$ cat config.mk
export PLATFORM = sky130hd
export DESIGN_NAME = task_runtime_watchdog
export DESIGN_NICKNAME = d
export VERILOG_FILES = /design/src/design/twr_pkg.sv /design/src/design/twr_in_stage.sv /design/src/design/twr_chan_state.sv /design/src/design/twr_out_stage.sv /design/src/design/task_runtime_watchdog.sv
export SDC_FILE = /design/constraint.sdc
export NUM_CORES = 2
export LEC_CHECK = 0
export BUFFER_PORTS_ARGS = -buffer_cell sky130_fd_sc_hd__buf_2
export CAP_MARGIN = 40
export CELL_PAD_IN_SITES_DETAIL_PLACEMENT = 1
export CELL_PAD_IN_SITES_GLOBAL_PLACEMENT = 2
export CORE_ASPECT_RATIO = 0.7
export CORE_MARGIN = 8
export CORE_UTILIZATION = 46
export DETAILED_ROUTE_END_ITERATION = 6
export PLACE_DENSITY = 0.82
export SLEW_MARGIN = 20
export SYNTH_ARGS = -nofsm -noshare
export SYNTH_HDL_FRONTEND = slang
export SYNTH_SLANG_ARGS = --single-unit
export TNS_END_PERCENT = 20
$ cat constraint.sdc
create_clock -name clk -period 17.2 [get_ports clk]
set_input_delay 2.58 -clock clk [delete_from_list [all_inputs] [get_ports clk]]
set_output_delay 2.58 -clock clk [all_outputs]
set_load 0.02 [all_outputs]
$ cat src/design/twr_pkg.sv
package twr_pkg;

  localparam int CHANNELS   = 16;
  localparam int CH_IDX_W   = (CHANNELS > 1) ? $clog2(CHANNELS) : 1;

  localparam int MODE_W     = 2;
  localparam int CHAN_W     = 4;
  localparam int TIME_W     = 32;
  localparam int CNT_W      = 32;
  localparam int LIMIT_W    = 32;
  localparam int CFG_IDX_W  = 1;

  localparam int IN_FIELDS_W  = CHAN_W + TIME_W;
  localparam int IN_DATA_W    = ((IN_FIELDS_W + 7) / 8) * 8;
  localparam int OUT_FIELDS_W = 1 + TIME_W + CNT_W + 1 + 1;
  localparam int OUT_DATA_W   = ((OUT_FIELDS_W + 7) / 8) * 8;

  localparam logic [LIMIT_W-1:0] STUCK_LIMIT_RST   = LIMIT_W'(60 * 1000);
  localparam logic [LIMIT_W-1:0] RESTART_LIMIT_RST = LIMIT_W'(10 * 60 * 1000);

  typedef enum logic [MODE_W-1:0] {
    MODE_START = 2'd0,
    MODE_END   = 2'd1,
    MODE_CHECK = 2'd2
  } mode_t;

  typedef enum logic [CFG_IDX_W-1:0] {
    REG_STUCK_LIMIT   = 1'b0,
    REG_RESTART_LIMIT = 1'b1
  } reg_idx_t;

  typedef struct packed {
    mode_t               mode;
    logic [CHAN_W-1:0]   channel;
    logic [TIME_W-1:0]   now_ms;
  } item_t;

  typedef struct packed {
    logic                restart_request;
    logic                stuck;
    logic [CNT_W-1:0]    run_count_out;
    logic [TIME_W-1:0]   elapsed_ms;
    logic                active;
  } result_t;

endpackage

$ cat src/design/twr_in_stage.sv
module twr_in_stage
  import twr_pkg::*;
(
  input  logic                  clk,
  input  logic                  rst_n,
  input  logic                  in_tvalid,
  output logic                  in_tready,
  input  logic [IN_DATA_W-1:0]  in_tdata,
  input  logic [MODE_W-1:0]     in_tuser,
  input  logic                  advance,
  output logic                  item_valid,
  output item_t                 item
);

  logic  valid_r;
  item_t item_r;
  item_t item_nxt;

  assign in_tready = !valid_r || advance;

  always_comb begin
    item_nxt.mode    = mode_t'(in_tuser);
    item_nxt.channel = in_tdata[CHAN_W-1:0];
    item_nxt.now_ms  = in_tdata[CHAN_W +: TIME_W];
  end

  always_ff @(posedge clk) begin
    if (!rst_n) begin
      valid_r <= 1'b0;
    end else if (in_tready) begin
      valid_r <= in_tvalid;
    end
  end

  always_ff @(posedge clk) begin
    if (in_tvalid && in_tready) begin
      item_r <= item_nxt;
    end
  end

  assign item_valid = valid_r;
  assign item       = item_r;

endmodule

$ cat src/design/twr_chan_state.sv
module twr_chan_state
  import twr_pkg::*;
(
  input  logic                  clk,
  input  logic                  rst_n,
  input  logic                  cfg_we,
  input  logic [CFG_IDX_W-1:0]  cfg_index,
  input  logic [LIMIT_W-1:0]    cfg_wdata,
  input  logic                  item_valid,
  input  item_t                 item,
  input  logic                  advance,
  output result_t               result
);

  logic [LIMIT_W-1:0]  stuck_limit_r;
  logic [LIMIT_W-1:0]  restart_limit_r;

  logic [TIME_W-1:0]   start_stamp_r   [CHANNELS];
  logic [TIME_W-1:0]   last_duration_r [CHANNELS];
  logic [CNT_W-1:0]    run_count_r     [CHANNELS];
  logic [CNT_W-1:0]    seen_count_r    [CHANNELS];
  logic [CHANNELS-1:0] stuck_flag_r;

  logic [CH_IDX_W-1:0] idx;
  logic                ch_ok;
  logic [TIME_W-1:0]   ss;
  logic [TIME_W-1:0]   ld;
  logic [CNT_W-1:0]    rc;
  logic [CNT_W-1:0]    seen;
  logic                stk;
  logic [TIME_W-1:0]   since_start;
  logic                act_pre;

  logic [TIME_W-1:0]   ss_nxt;
  logic [TIME_W-1:0]   ld_nxt;
  logic [CNT_W-1:0]    rc_nxt;
  logic [CNT_W-1:0]    seen_nxt;
  logic                stk_nxt;
  logic [TIME_W-1:0]   elapsed;
  logic                restart;
  logic                wr_en;

  always_ff @(posedge clk) begin
    if (!rst_n) begin
      stuck_limit_r   <= STUCK_LIMIT_RST;
      restart_limit_r <= RESTART_LIMIT_RST;
    end else if (cfg_we) begin
      unique case (reg_idx_t'(cfg_index))
        REG_STUCK_LIMIT:   stuck_limit_r   <= cfg_wdata;
        REG_RESTART_LIMIT: restart_limit_r <= cfg_wdata;
        default: ;
      endcase
    end
  end

  assign ch_ok = 32'(item.channel) < 32'(CHANNELS);
  assign idx   = CH_IDX_W'(item.channel);

  assign ss          = start_stamp_r[idx];
  assign ld          = last_duration_r[idx];
  assign rc          = run_count_r[idx];
  assign seen        = seen_count_r[idx];
  assign stk         = stuck_flag_r[idx];
  assign since_start = item.now_ms - ss;
  assign act_pre     = (ld != '0) || (rc != '0);

  always_comb begin
    ss_nxt   = ss;
    ld_nxt   = ld;
    rc_nxt   = rc;
    seen_nxt = seen;
    stk_nxt  = stk;
    elapsed  = '0;
    restart  = 1'b0;
    unique case (item.mode)
      MODE_START: begin
        ss_nxt = item.now_ms;
      end
      MODE_END: begin
        ld_nxt = since_start;
        rc_nxt = rc + CNT_W'(1);
      end
      MODE_CHECK: begin
        if (act_pre) begin
          elapsed = (rc != seen) ? ld : since_start;
          if (elapsed > stuck_limit_r) begin
            stk_nxt = 1'b1;
            restart = elapsed > restart_limit_r;
          end
          seen_nxt = rc;
        end
      end
      default: ;
    endcase
  end

  always_comb begin
    result = '0;
    if (ch_ok) begin
      result.active          = (ld_nxt != '0) || (rc_nxt != '0);
      result.elapsed_ms      = elapsed;
      result.run_count_out   = rc_nxt;
      result.stuck           = stk_nxt;
      result.restart_request = restart;
    end
  end

  assign wr_en = item_valid && advance && ch_ok;

  always_ff @(posedge clk) begin
    if (!rst_n) begin
      for (int i = 0; i < CHANNELS; i++) begin
        start_stamp_r[i]   <= '0;
        last_duration_r[i] <= '0;
        run_count_r[i]     <= '0;
        seen_count_r[i]    <= '0;
      end
      stuck_flag_r <= '0;
    end else if (wr_en) begin
      start_stamp_r[idx]   <= ss_nxt;
      last_duration_r[idx] <= ld_nxt;
      run_count_r[idx]     <= rc_nxt;
      seen_count_r[idx]    <= seen_nxt;
      stuck_flag_r[idx]    <= stk_nxt;
    end
  end

`ifndef NO_ASSERTIONS
  a_stuck_sticky: assert property (@(posedge clk) disable iff (!rst_n)
    ($past(stuck_flag_r) & ~stuck_flag_r) == '0)
    else $error("stuck flag cleared outside reset");

  a_restart_implies_stuck: assert property (@(posedge clk) disable iff (!rst_n)
    (item_valid && result.restart_request) |-> result.stuck)
    else $error("restart request without stuck flag");

  a_measure_only_on_check: assert property (@(posedge clk) disable iff (!rst_n)
    (item_valid && (result.restart_request || (result.elapsed_ms != '0)))
      |-> (item.mode == MODE_CHECK))
    else $error("measurement reported outside a check");

  a_inactive_quiet: assert property (@(posedge clk) disable iff (!rst_n)
    (item_valid && !result.active)
      |-> ((result.elapsed_ms == '0) && !result.restart_request))
    else $error("inactive channel reported a measurement");
`endif

endmodule

$ cat src/design/twr_out_stage.sv
module twr_out_stage
  import twr_pkg::*;
(
  input  logic                  clk,
  input  logic                  rst_n,
  input  logic                  load,
  input  result_t               result,
  output logic                  free,
  output logic                  out_tvalid,
  input  logic                  out_tready,
  output logic [OUT_DATA_W-1:0] out_tdata
);

  logic    valid_r;
  result_t data_r;

  assign free = !valid_r || out_tready;

  always_ff @(posedge clk) begin
    if (!rst_n) begin
      valid_r <= 1'b0;
    end else if (free) begin
      valid_r <= load;
    end
  end

  always_ff @(posedge clk) begin
    if (load) begin
      data_r <= result;
    end
  end

  assign out_tvalid = valid_r;
  assign out_tdata  = OUT_DATA_W'(data_r);

endmodule

$ cat src/design/task_runtime_watchdog.sv
// channel  direction  handshake              payload
// in_      slave      in_tvalid/in_tready    tuser: mode; tdata: channel, now_ms
// out_     master     out_tvalid/out_tready  tdata: active, elapsed_ms, run_count_out,
//                                                   stuck, restart_request
// cfg_     write      cfg_we                 cfg_index, cfg_wdata
//
// One item per cycle while out_tready is high; items go from input to output register.
// Each item does one channel table lookup, one 32-bit subtract and two limit compares.
// Synchronous active-low reset clears the channel table and loads default limits.
// A stalled output holds its item; one more item waits in the input register.
module task_runtime_watchdog
  import twr_pkg::*;
(
  input  logic                  clk,
  input  logic                  rst_n,
  input  logic                  in_tvalid,
  output logic                  in_tready,
  input  logic [IN_DATA_W-1:0]  in_tdata,   // channel, now_ms, zero pad
  input  logic [MODE_W-1:0]     in_tuser,   // mode
  output logic                  out_tvalid,
  input  logic                  out_tready,
  output logic [OUT_DATA_W-1:0] out_tdata,  // active, elapsed_ms, run_count_out,
                                            // stuck, restart_request, zero pad
  input  logic                  cfg_we,
  input  logic [CFG_IDX_W-1:0]  cfg_index,
  input  logic [LIMIT_W-1:0]    cfg_wdata
);

  logic    item_valid;
  item_t   item;
  result_t result;
  logic    free;
  logic    advance;

  assign advance = item_valid && free;

  twr_in_stage u_in_stage (
    .clk        (clk),
    .rst_n      (rst_n),
    .in_tvalid  (in_tvalid),
    .in_tready  (in_tready),
    .in_tdata   (in_tdata),
    .in_tuser   (in_tuser),
    .advance    (advance),
    .item_valid (item_valid),
    .item       (item)
  );

  twr_chan_state u_chan_state (
    .clk        (clk),
    .rst_n      (rst_n),
    .cfg_we     (cfg_we),
    .cfg_index  (cfg_index),
    .cfg_wdata  (cfg_wdata),
    .item_valid (item_valid),
    .item       (item),
    .advance    (advance),
    .result     (result)
  );

  twr_out_stage u_out_stage (
    .clk        (clk),
    .rst_n      (rst_n),
    .load       (advance),
    .result     (result),
    .free       (free),
    .out_tvalid (out_tvalid),
    .out_tready (out_tready),
    .out_tdata  (out_tdata)
  );

endmodule
==> key figures <==
Run status
  – Status: complete, no violations

Final layout
  – Final net count: 7220
  – Final Util: 0.5189
  – Area grow syn2layout: 12.51%
  – Most frequent cells in the layout: 2153 x edfxtp_1, 2131 x nor2_1, 587 x mux4_2, 226 x nand2_1, 217 x clkbuf_16
  – Share of post-route cells with drive strength above 1: 0.2073
  – Commonest non-fill, non-tap cell in the layout: edfxtp_1
  – FILL cells: between 20000 and 25000

Detailed routing
  – Wire length after detailed routing: between 300000 and 400000 microns
  – Vias: between 60000 and 70000
  – Final ANT Viol Nets: 0
  – WL per Instance: around 35 microns
  – Vias per cell: 6.451
  – Length of the first detailed-routing pass in iterations: 5
  – DRC viols: 0
  – Initial drt markers: around 11000

Floorplan
  – Die span in y: 405.6 microns
  – Row count: approximately 140
  – Die ar.: between 200000 and 250000 sq um
  – Core region area: around 220000 sq um
  – Die W: 572.6 microns
  – Starting Density: 0.4612
  – Io pins: roughly 150

Pwr
  – Clock power share: 0.358
  – Maximum VDD drop: roughly 80 uV
  – Int Pwr: just over 9 mW
  – Power Density: ~120 nW/um^2
  – Sequential share of power: 0.483
  – Sw power: approximately 3.6 mW
  – LEAKAGE: between 40 and 50 nW
  – Comb power frac: 0.159
  – Sw Ratio: 0.2790

Clock tree
  – Reg clk slew, reported paths: ~0.07 ns
  – CTS Buf Count: 216
  – Root buffer cell: clkbuf_16
  – # H-tree levels: 4
  – Post-CTS Hold Buffers: 0
  – # Post-CTS Setup Buffers: 0
  – Longest Clk Path Bufs: 4
  – TritonCTS clock tree: built
  – Post-cts resize count: 0
  – Clk_lat worst skew: 0.89 ns
  – Num Clock Sinks: approximately 2200

Synthesis
  – Synthesized cell area: 99770 sq um
  – Leading post-synthesis cells by cell area: edfxtp_1 65%, mux4_2 13%, nor2_1 8.0%
  – Leading area contributor after synthesis: edfxtp_1
  – Seq/Total Area, Yosys: 0.6653
  – Synthesis warning total: 0
  – Area share of the largest cell type after synthesis: 0.6480
  – Count of cell types in the netlist: 81
  – Number of flops mapped to enable cells by yosys: about 2200
  – FF+latch count, synth: around 2200
  – Async SR Flop Fraction: 0
  – Synth Flop Type: edfxtp_1
  – Mapped Cells: between 6000 and 7000
  – Avg Cell Area, Syn: about 14 sq um

STA
  – Final period util: 0.5599
  – Setup tns final: 0 ns
  – Final period demand of the worst path: between 9 and 10 ns
  – Hold Slack: approximately 0.46 ns
  – Slew Limit Fails: 0
  – Slew headroom: 0.07081
  – Hold Fails Final Rpt: 0
  – Worst Tran Pin Value: between 1 and 1.5 ns
  – Setup violations, final: 0
  – RSZ-0062 raised after global routing: false
  – Worst Skew: approximately 0.053 ns
  – Fmax: about 100 MHz

Global route
  – Largest net degree at the start of global routing: 103
  – Initial antenna violation count: 11
  – First-pass GRT wire length: roughly 500000 microns
  – GRT Overall Usage: 0.2983
  – Global route overflow: 0
  – Vias in the first global route: around 66000

Place
  – Port bufs: between 100 and 150
  – Global placer's final weighted congestion: 0.8451
  – Post-DP HPWL: 204000 microns

Critical path
  – Worst EP required: 17.82 ns
  – Critical path endpoint category: flop
  – CP Max Fanout: 87
  – Slowest-stage cell, CP: nor4_1
  – R2R depth: 28
  – Slowest stage delay, CP: 0.64 ns
  – Startpoint Class: flop
  – CP arrival: 10.25 ns
  – CP Class: flop to flop

Hold path
  – Hold/Removal Path Class: flop to flop
  – Hold Crit Depth: 2

Flow run
  – Max-cap violations: 0
## final timing paths
check | start | to | slack, ns
hold reg to reg | u_chan_state.stuck_limit_r[22]$_SDFFE_PN0P_ | u_chan_state.stuck_limit_r[22]$_SDFFE_PN0P_ | 0.46
setup reg to reg | flop | u_out_stage.out_tdata[65]$_DFFE_PP_ | 7.57
setup / recovery | flop | u_out_stage.out_tdata[65]$_DFFE_PP_ | 7.57
hold / removal | u_chan_state.stuck_limit_r[22]$_SDFFE_PN0P_ | u_chan_state.stuck_limit_r[22]$_SDFFE_PN0P_ | 0.46
## layer usage
metal	up-vias	GRT usage	share of wire
met3	692	0.08059	0.13
met2	4433	0.4574	0.45
met1	34500	0.4234	0.39
met4	2	0.08215	0.030
met5	-	0	0.000037
li1	25630	-	-
## synth_stat cells, drive strengths merged, types with 42 or more instances
master	count
nor2b	62
o21ai	58
inv	161
buf	175
clkbuf	399
mux2	42
edfxtp	2153
a21oi	82
xnor2	51
a21boi	52
nor2	2134
mux4	587
dfxtp	86
mux2i	113
ha	97
nand2	238
## worst max-delay path: cells and delay by family (launching register included)
family                     cells  cell delay [ns]
xor gates and xnor gates       1             0.17
and+or+nand+nor               11             2.90
DFF                            1             0.35
muxes                          3             1.20
AOI/OAI and AO/OA              5             1.56
buffers and inverters          6             2.25
adders and majority gates      2             0.69
## registers in the layout, summed over array words and instances, names as in the netlist, named ones only
| signal | flops |
|---|---|
| u_chan_state.last_duration_r | 512 |
| u_chan_state.restart_limit_r | 32 |
| u_chan_state.run_count_r | 512 |
| u_chan_state.seen_count_r | 512 |
| u_chan_state.start_stamp_r | 512 |
| u_chan_state.stuck_flag_r | 16 |
| u_chan_state.stuck_limit_r | 32 |
| u_in_stage.item | 38 |
| u_in_stage.item_valid | 1 |
| u_out_stage.out_tdata | 67 |
| u_out_stage.out_tvalid | 1 |
## cell families after synthesis
logic type                 Yosys count  share of synthesized area
AOI/OAI and AO/OA                  401                    0.02699
muxes                              742                     0.1486
DFF                               2239                     0.6653
adders and majority gates           98                    0.01237
other                                1                 0.00003759
xor gates and xnor gates            86                   0.007625
buffers and inverters              735                    0.03219
and+or+nand+nor                   2652                     0.1069
## final cells by class
type	instances	area, sq um	area share
multi-input cells	3984	30970	0.2759
flip-flops and latches	2239	66390	0.5914
diodes	8	20.02	0.0001783
clock inverters	123	939.7	0.008371
well taps	2900	3628	0.03233
clock buffers	260	5622	0.05008
inverters	161	611.8	0.005451
repair buffers	440	4066	0.03623
## power groups by stage
stage / sequential [mW] / clock [mW] / combinational, mW
floorplan: 6.44 / 0 / 1.14
global placement: 6.36 / 0 / 1.89
detailed placement: 6.38 / 0 / 1.98
CTS: 6.27 / 4.68 / 1.99
global route: 6.28 / 4.86 / 2.15
finish: 6.27 / 4.64 / 2.07
## per-stage QoR
step	instance area, sq um	power, mW	setup slack [ns]	cells
after floorplan	99780	7.578	2.167	6958
after global placement	103800	8.250	7.870	9615
after detailed placement	105300	8.361	7.830	9691
after CTS	111900	12.94	7.717	10070
after global routing	112200	13.29	6.992	10110
final	112200	12.98	7.569	10120
(Power assumes the default switching activity.)
